File: config.mk
export PLATFORM = sky130hd
export DESIGN_NAME = gse_ctrl
export DESIGN_NICKNAME = d
export VERILOG_FILES = /design/src/rtl/gse_pkg.sv /design/src/rtl/gse_ctrl.sv
export SDC_FILE = /design/constraint.sdc
export NUM_CORES = 1
export LEC_CHECK = 0
export BUFFER_PORTS_ARGS = -buffer_cell sky130_fd_sc_hd__buf_4
export CORE_AREA = 2 2 39 41
export CTS_CLUSTER_SIZE = 28
export DETAILED_ROUTE_END_ITERATION = 6
export DIE_AREA = 0 0 41 43
export PLACE_DENSITY = 0.47
export SYNTH_ARGS = -nofsm -noshare
export SYNTH_HDL_FRONTEND = slang
export SYNTH_SLANG_ARGS = --single-unit
File: constraint.sdc
create_clock -name clk_i -period 1.4 [get_ports clk_i]
set_input_delay 0.07 -clock clk_i [delete_from_list [all_inputs] [get_ports clk_i]]
set_output_delay 0.07 -clock clk_i [all_outputs]
set_load 0.01 [all_outputs]
File: src/rtl/gse_pkg.sv
// shared constants, types and control encodings of the gray sobel edge filter
package gse_pkg;

  localparam int MaxWidth   = 1024;
  localparam int MaxHeight  = 1024;
  localparam int ColW       = $clog2(MaxWidth);
  localparam int DimW       = 11;
  localparam int RowW       = 11;
  localparam int GrayW      = 8;
  localparam int SumW       = 15;
  localparam int RecipW     = 13;
  localparam int RecipShift = 19;
  localparam int AbsW       = 10;
  localparam int MagW       = 21;
  localparam int RootW      = 11;
  localparam int IdxW       = 4;
  localparam int CfgIdxW    = 8;

  // floor(x / 100) == (x * Recip100) >> RecipShift for every gray sum
  localparam logic [RecipW-1:0] Recip100 = RecipW'(5243);

  localparam logic [CfgIdxW-1:0] CfgImageWidth  = CfgIdxW'(0);
  localparam logic [CfgIdxW-1:0] CfgImageHeight = CfgIdxW'(1);

  typedef enum logic [2:0] {
    S_CLEAR,
    S_IDLE,
    S_GRAY,
    S_WIN,
    S_GRAD,
    S_SQ,
    S_SQRT,
    S_OUT
  } state_e;

  typedef struct packed {
    logic clr_step;
    logic take_item;
    logic gray_load;
    logic win_update;
    logic grad_load;
    logic sq_load;
    logic sqrt_step;
  } dp_cmd_t;

  typedef struct packed {
    logic clr_done;
    logic emit;
    logic border;
    logic sqrt_done;
  } dp_sts_t;

  function automatic logic [DimW-1:0] clamp_dim(input logic [DimW-1:0] v,
                                                input logic [DimW-1:0] hi);
    logic [DimW-1:0] r;
    r = v;
    if (v < DimW'(3)) r = DimW'(3);
    else if (v > hi) r = hi;
    return r;
  endfunction

endpackage

File: src/rtl/gse_ctrl.sv
// sequencer for one item at a time: buffer clear, gray, window, gradient, square, square root, output
module gse_ctrl (
  input  logic              clk_i,
  input  logic              rst_ni,
  input  logic              in_valid_i,
  output logic              in_ready_o,
  input  logic              out_free_i,
  output logic              out_load_o,
  output gse_pkg::dp_cmd_t  cmd_o,
  input  gse_pkg::dp_sts_t  sts_i
);

  gse_pkg::state_e state_q, state_d;

  // state register
  always_ff @(posedge clk_i or negedge rst_ni) begin
    if (!rst_ni) begin
      state_q <= gse_pkg::S_CLEAR;
    end else begin
      state_q <= state_d;
    end
  end

  // next state and commands
  always_comb begin
    state_d    = state_q;
    cmd_o      = '0;
    in_ready_o = 1'b0;
    out_load_o = 1'b0;
    unique case (state_q)
      gse_pkg::S_CLEAR: begin
        cmd_o.clr_step = 1'b1;
        if (sts_i.clr_done) state_d = gse_pkg::S_IDLE;
      end
      gse_pkg::S_IDLE: begin
        in_ready_o = 1'b1;
        if (in_valid_i) begin
          cmd_o.take_item = 1'b1;
          state_d         = gse_pkg::S_GRAY;
        end
      end
      gse_pkg::S_GRAY: begin
        cmd_o.gray_load = 1'b1;
        state_d         = gse_pkg::S_WIN;
      end
      gse_pkg::S_WIN: begin
        cmd_o.win_update = 1'b1;
        if (!sts_i.emit) state_d = gse_pkg::S_IDLE;
        else if (sts_i.border) state_d = gse_pkg::S_OUT;
        else state_d = gse_pkg::S_GRAD;
      end
      gse_pkg::S_GRAD: begin
        cmd_o.grad_load = 1'b1;
        state_d         = gse_pkg::S_SQ;
      end
      gse_pkg::S_SQ: begin
        cmd_o.sq_load = 1'b1;
        state_d       = gse_pkg::S_SQRT;
      end
      gse_pkg::S_SQRT: begin
        cmd_o.sqrt_step = 1'b1;
        if (sts_i.sqrt_done) state_d = gse_pkg::S_OUT;
      end
      gse_pkg::S_OUT: begin
        if (out_free_i) begin
          out_load_o = 1'b1;
          state_d    = gse_pkg::S_IDLE;
        end
      end
      default: state_d = gse_pkg::S_CLEAR;
    endcase
  end

endmodule

# After elaboration in Yosys (flattened, before gate mapping)
# Index checks and enable logic that the tools add are counted.
# W data, S select, Z words.
dict set report classes {
  muxes 18
  reduce_logical 2
  eq_ne 11
}
# op n
set ops {}
lappend ops {{$pmux W3 S8} 1}
lappend ops {{$mux W3} 5}
lappend ops {{$eq A3 B3 Y1 const B} 4}
lappend ops {{$mux W1} 11}
lappend ops {{$ne A2 B2 Y1 const B} 4}
lappend ops {{$eq A3 B2 Y1 const B} 2}
lappend ops {{$reduce_and A4 Y1} 1}
lappend ops {{$eq A3 B1 Y1 const B} 1}
lappend ops {{$logic_not A3 Y1} 1}
lappend ops {{$mux W2} 1}
dict set report totals {
  out_inout_bits 9
  reg_bits 3
  elab_cells 32
  in_bits 8
}

# Logic depth before layout (Yosys ltp)
# Gate-level depths: netlist of the first run.
dict set report depth {
  ltp_word 3
  mapped_depth 4
  depth_no_buf 3
}

# Worst setup path after synthesis of the first run
# Ideal clock, no wire load.
dict set report synth_timing {
  path_kind {register -> register}
  startpoint {register state_q[2]}
  endpoint {register state_q[1]}
  path_buffers 0
  stages_incl_launch_ff 4
  setup_ns 0.125
  synth_period_minus_slack_ns 1.340
  path_slack_ns 0.060
  arrival_time_ns 1.214
  required_time_ns 1.275
  cell_sequence {dfrtp_1 -> or2_4 -> o221a_4 -> mux2_4}
}
dict set report synth_between {
  elab_chain_len 3
  word_cells_on_any_way 14
  classes_between {11 x eq/ne; 1 x mux; 2 x reduce/logical}
}
# element line_no
set synth_rtl {}
lappend synth_rtl {{from (decl)} gse_ctrl.sv:13} ;# gse_pkg::state_e state_q, state_d;
lappend synth_rtl {{from (signal assigned)} gse_ctrl.sv:18} ;# state_q <= gse_pkg::S_CLEAR;
lappend synth_rtl {{from (signal assigned)} gse_ctrl.sv:20} ;# state_q <= state_d;
lappend synth_rtl {{$eq A3 B3 Y1, or another cell as far along} gse_ctrl.sv:30} ;# unique case (state_q)
lappend synth_rtl {{$ne A2 B2 Y1 (no line)} -}
lappend synth_rtl {{$reduce_and A4 Y1 (no line)} -}
# Parallel ways exist; a longest one is shown, timed or not.
# A chain may end at the register's enable or synchronous reset.

==> impl_metrics.csv, run 1 <==
group,metric,value,unit
status,status,"finished, final reports clean",
hold_path,hold_class,"primary input to asynchronous set/reset pin",
synthesis,seq_area_frac_synth,0.321,
detailed_routing,drt_iter0_drc,12,
synthesis,synthCells,29,
clock_network,cts_setup_buffers,0,
floorplanning,dieArea,1760,sq um
finish,multi_input_area,143,sq um
synthesis,yosysUniqueCellTypes,17,
timing,setup_violations,0,
synthesis,syn_nets,37,
timing,hold_viol,0,
power_and_ir_drop,combPwrFrac,0.648,
global_routing,grt.overflow.total,0,
timing,fmax,765,MHz
clock_network,cts_hold_buf,1,
placement,dpl.hpwl,516,microns
power_and_ir_drop,p_sw_frac,0.395,
synthesis,netlist_area,234,sq um
detailed_routing,drc_errors,0,
setup_path,cp_max_fo,4,
timing,tightest_slew,0.205,ns
timing,final_max_slew_viol_count,0,
setup_path,criticalPathCategory,"flop to primary output",
timing,skew,0.00737,ns
floorplanning,num_rows,14,
clock_network,clock-root-buffer,"clkbuf_4",
global_routing,grt_pass1_wl,993,microns
power_and_ir_drop,p_clk_frac,0.170,
synthesis,synthFlopType,"dfrtp_1",
finish,antennaDiodeCount,0,
clock_network,clock-sinks,3,
timing,finalWorstPathRequiredPeriod,1.31,ns
global_routing,track_usage,0.0915,
timing,rsz0062_at_grt,"no",
clock_network,cts_made_buffers,3,
timing,finalCritPeriodShare,0.934,
detailed_routing,antenna_left,0,
power_and_ir_drop,p_sw,0.366,mW
setup_path,r2r-end,"state_q[1]",
clock_network,clk_latency,0.24,ns
setup_path,r2r-start,"state_q[2]",
power_and_ir_drop,p_int,0.559,mW
finish,largest_reg_flops,3,
global_routing,antenna_found_initial,0,
finish,drive_above_1_share,0.510,
clock_network,cts_repair_resize_count,0,
synthesis,synth-edff-count,0,
detailed_routing,finalWirelength,652,microns
timing,tns,0,ns
finish,final_cell_area,420,sq um
floorplanning,die_width,41,microns
detailed_routing,dr.pass1.iters,4,
setup_path,critPathCaptureType,"primary output",
finish,largest_register,"state_q",
power_and_ir_drop,power_frac_seq,0.182,
setup_path,required,1.33,ns
placement,placed_cell_area,384,sq um
finish,top_regs,"state_q x3",
detailed_routing,wl_per_cell,9.73,microns
finish,nFillCells,162,
power_and_ir_drop,power_density,2200,nW/um^2
power_and_ir_drop,p_leak,0.222,nW
placement,place_congestion,0.701,
clock_network,path_clk_slew,0.04,ns
finish,syn2layout_area_growth,79.7,%
synthesis,ys_async_sr_fraction,1.00,
finish,register_area,75.1,sq um
power_and_ir_drop,vdd_drop_max,556,uV
placement,port_buffers,16,
global_routing,grt_pass1_vias,285,
run,cap_viol_max_count,0,
finish,fin_nets,60,
synthesis,ys_seq_elements,3,
timing,slew_headroom,0.864,
setup_path,arrival,1.24,ns
detailed_routing,routed_via_density,4.15,
floorplanning,initial_core_util,0.169,
finish,utilization,0.304,
setup_path,start_kind,"flop",
clock_network,htreeDepth,1,
setup_path,reg2reg_slack,0.10,ns
synthesis,synth.avg_cell_area,8.07,sq um
synthesis,yosysWarnings,0,
global_routing,grt_max_degree,11,
detailed_routing,vias,278,
floorplanning,dieHeight,43,microns
floorplanning,core-area,1380,sq um
clock_network,clockBufferDepth,2,
clock_network,cts_tree,"yes",
floorplanning,pin_count,17,
setup_path,worstRegToRegCells,3,
cell type report:
type                    count  share of cell area
clock buffers               4              0.0625
repair buffers             19               0.345
flip-flops and latches      3               0.179
multi-input cells          22               0.339
well taps                  16              0.0476
inverters                   3              0.0268
Yosys cell counts (all sizes together) (2+ instances only):
library cell	n	share of area
dfrtp	3	0.32
inv	3	0.048
nor2	4	0.064
o21ai	3	0.064
nor3	2	0.043
and3	2	0.059
nand2	3	0.048
critical path, cell delays in order (launching register included):
cell     delay [ns]
dfrtp_1        0.37
or2_4          0.27
nor2_1         0.12
and2_1         0.14
buf_4          0.11
worst max-delay path by stage:
stage,start,endpoint,slack (ns),depth (start not counted)
final,state_q[2],cmd_o[5],0.09,4
after global routing,state_q[0],cmd_o[5],0.0009,4
after CTS,state_q[2],cmd_o[5],0.08,4
after detailed placement,state_q[2],state_q[1],0.09,3
after global placement,state_q[2],state_q[1],0.10,3
after floorplan,state_q[2],state_q[1],0.06,3
layer usage:
| layer | routed length [microns] | vias to the layer above | track usage |
|---|---|---|---|
| li1 | - | 144 | - |
| met1 | 241 | 125 | 0.0774 |
| met2 | 359 | 9 | 0.144 |
| met3 | 52 | 0 | 0.0157 |
| met4 | 0 | 0 | 0.120 |
| met5 | 0 | - | 0 |
placed cells by master (no fill, tap or decap), drive strengths merged:
| cell | netlist | final |
|---|---|---|
| o221a | 1 | 1 |
| dlygate4sd3 | 0 | 1 |
| and3 | 2 | 2 |
| a22oi | 1 | 1 |
| o21ai | 3 | 3 |
| nor2 | 4 | 4 |
| nand2b | 1 | 1 |
| buf | 1 | 18 |
| inv | 3 | 3 |
| or2 | 1 | 1 |
| o22ai | 1 | 1 |
| nand3 | 1 | 1 |
| mux2 | 1 | 1 |
| dfrtp | 3 | 3 |
| nor3 | 2 | 2 |
| and2 | 1 | 1 |
| nand2 | 3 | 3 |
| clkbuf | 0 | 4 |
kinds of logic after synthesis:
logic type             Yosys count  share of synthesized area
and+or+nand+nor                 15                      0.337
AOI/OAI and AO/OA                6                      0.209
buffers and inverters            4                     0.0695
DFF                              3                      0.321
muxes                            1                     0.0642
stage by stage:
step,power (mW),worst slack [ns],hold WS (ns),cells
2_1_floorplan,0.532,0.0605,-0.226,29
3_3_place_gp,0.770,0.102,-0.140,62
3_5_place_dp,0.774,0.0932,-0.140,62
4_1_cts,0.939,0.0772,0.152,67
5_1_grt,1.01,0.000901,0.162,67
6_report,0.925,0.0928,0.155,67
power groups by stage:
| stage | combinational (mW) | sequential, mW | clock, mW |
|---|---|---|---|
| floorplan | 0.360 | 0.172 | 0 |
| global placement | 0.598 | 0.172 | 0 |
| detailed placement | 0.604 | 0.170 | 0 |
| CTS | 0.607 | 0.170 | 0.162 |
| global route | 0.668 | 0.175 | 0.166 |
| finish | 0.599 | 0.169 | 0.157 |
No activity file was read; power rests on OpenSTA's default activity.
==> inputs of run 2 (changes only) <==
--- a/config.mk
+++ b/config.mk
@@ -5,12 +5,13 @@
 export SDC_FILE = /design/constraint.sdc
 export NUM_CORES = 1
 export LEC_CHECK = 0
-export BUFFER_PORTS_ARGS = -buffer_cell sky130_fd_sc_hd__buf_4
 export CORE_AREA = 2 2 39 41
 export CTS_CLUSTER_SIZE = 28
 export DETAILED_ROUTE_END_ITERATION = 6
 export DIE_AREA = 0 0 41 43
-export PLACE_DENSITY = 0.47
+export DONT_BUFFER_PORTS = 1
+export PLACE_DENSITY = 0.35
 export SYNTH_ARGS = -nofsm -noshare
 export SYNTH_HDL_FRONTEND = slang
 export SYNTH_SLANG_ARGS = --single-unit
+export TNS_END_PERCENT = 5
==> run 2 against run 1 <==
Net effect:
- utilization down 8.1 points
- combinational power shrank 20%
- count of clock-buffer cells in the layout stayed put
- routed wire length fell by 2.9%
- register-to-register slack got worse by 0.02 ns
- first-iteration DRC count shrank 75%
- final cell count down 22%
- total power down 13%
==> impl_metrics.csv, run 2 (synthesis results as in run 1) <==
group,metric,value,unit
setup_path,path_buf_inv,0,
clock_network,cts_tree,"yes",
setup_path,critPathCaptureType,"flop",
global_routing,grt_max_degree,11,
setup_path,start_kind,"flop",
finish,largest_register,"state_q",
power_and_ir_drop,p_sw_frac,0.427,
power_and_ir_drop,p_leak,0.146,nW
setup_path,crit_path_max_incr_delay,0.38,ns
clock_network,htreeDepth,1,
clock_network,cts_repair_resize_count,0,
timing,hold_viol,0,
power_and_ir_drop,power_frac_seq,0.214,
floorplanning,core-area,1380,sq um
global_routing,antenna_found_initial,0,
detailed_routing,dr.pass1.iters,4,
placement,place_congestion,0.605,
finish,top_regs,"state_q x3",
power_and_ir_drop,p_clk_frac,0.191,
detailed_routing,drc_errors,0,
clock_network,clock-root-buffer,"clkbuf_4",
finish,utilization,0.222,
timing,skew,0.000979,ns
setup_path,crit_path_top_delay_cell,"dfrtp_1",
finish,fin_nets,45,
global_routing,grt.overflow.total,0,
global_routing,grt_pass1_wl,1.01,mm
floorplanning,dieArea,1760,sq um
finish,layout_commonest_cell,"nor2_1",
power_and_ir_drop,total_power,0.808,mW
clock_network,path_clk_slew,0.04,ns
finish,drive_above_1_share,0.306,
clock_network,clockBufferDepth,2,
timing,fmax,755,MHz
finish,largest_reg_flops,3,
floorplanning,num_rows,14,
floorplanning,dieHeight,43,microns
power_and_ir_drop,vdd_drop_max,763,uV
timing,tns,0,ns
setup_path,criticalPathCategory,"flop to flop",
detailed_routing,antenna_left,0,
timing,setup_violations,0,
placement,port_buffers,0,
clock_network,cts_setup_buffers,0,
finish,syn2layout_area_growth,31.6,%
setup_path,crit_family,"flip-flops",
clock_network,cts_hold_buf,1,
clock_network,cts_made_buffers,3,
placement,dpl.hpwl,518,microns
power_and_ir_drop,power_density,2630,nW/um^2
floorplanning,initial_core_util,0.169,
setup_path,required,1.52,ns
finish,antennaDiodeCount,0,
setup_path,worstPathCellList,"or2_4 -> o221a_4 -> mux2_4",
detailed_routing,vias,230,
detailed_routing,wl_per_cell,12.2,microns
run,cap_viol_max_count,0,
timing,rsz0062_at_grt,"no",
floorplanning,die_width,41,microns
hold_path,hold_class,"primary input to flop",
power_and_ir_drop,p_sw,0.345,mW
timing,finalCritPeriodShare,0.946,
status,status,"finished, final reports clean",
timing,slew_headroom,0.754,
detailed_routing,finalWirelength,633,microns
detailed_routing,routed_via_density,4.42,
global_routing,track_usage,0.0923,
setup_path,cp_max_fo,4,
power_and_ir_drop,p_int,0.463,mW
detailed_routing,drt_iter0_drc,3,
timing,finalWorstPathRequiredPeriod,1.32,ns
timing,tightest_slew,0.366,ns
finish,nFillCells,162,
timing,final_max_slew_viol_count,0,
global_routing,grt_pass1_vias,227,
clock_network,clk_latency,0.23,ns
floorplanning,pin_count,17,
clock_network,clock-sinks,3,
setup_path,arrival,1.44,ns
power_and_ir_drop,combPwrFrac,0.595,
run 2: cell type report:
type / instances / area, sq um / area share
Clock buffer: 4 / 26.3 / 0.0854
Inverter: 3 / 11.3 / 0.0366
Multi-Input combinational cell: 22 / 143 / 0.463
Sequential cell: 3 / 75.1 / 0.244
Tap cell: 16 / 20.0 / 0.0650
Timing Repair Buffer: 4 / 32.5 / 0.106
run 2: worst paths after layout:
path,start,endpoint,slack (ns),depth (start not counted)
setup reg to reg,state_q[2],state_q[1],0.08,3
setup / recovery,state_q[2],state_q[1],0.08,3
hold reg to reg,state_q[2],state_q[2],0.65,3
max in group asynchronous,rst_ni,state_q[0],1.17,1
min in group asynchronous,rst_ni,state_q[1],0.09,1
hold / removal,sts_i[2],state_q[2],0.02,2
run 2: stage by stage:
stage	hold slack (ns)	std cells	instance area [sq um]	setup WS [ns]
CTS	0.0168	52	308	0.0780
finish	0.0151	52	308	0.0759
global placement	-0.226	47	272	0.0945
floorplan	-0.226	29	234	0.0605
detailed placement	-0.226	47	272	0.0825
global route	0.0464	52	308	0.0351
run 2: worst register-to-register path, cell delays in order, from the launching register on:
cell and delay, ns:
dfrtp_1 0.38, or2_4 0.27, o221a_4 0.27, mux2_4 0.29
run 2: power groups by stage:
stage               sequential, mW  combinational [mW]  clock, mW
floorplan                    0.172               0.360          0
global route                 0.181               0.543      0.178
detailed placement           0.173               0.481          0
finish                       0.173               0.481      0.155
global placement             0.175               0.476          0
CTS                          0.173               0.487      0.163
run 2: per-layer routing:
layer | global-route usage | up-vias | share of wire
met5 | 0 | - | 0
met4 | 0.0600 | 0 | 0
met2 | 0.125 | 11 | 0.45
li1 | - | 115 | -
met1 | 0.0962 | 104 | 0.46
met3 | 0.0681 | 0 | 0.081
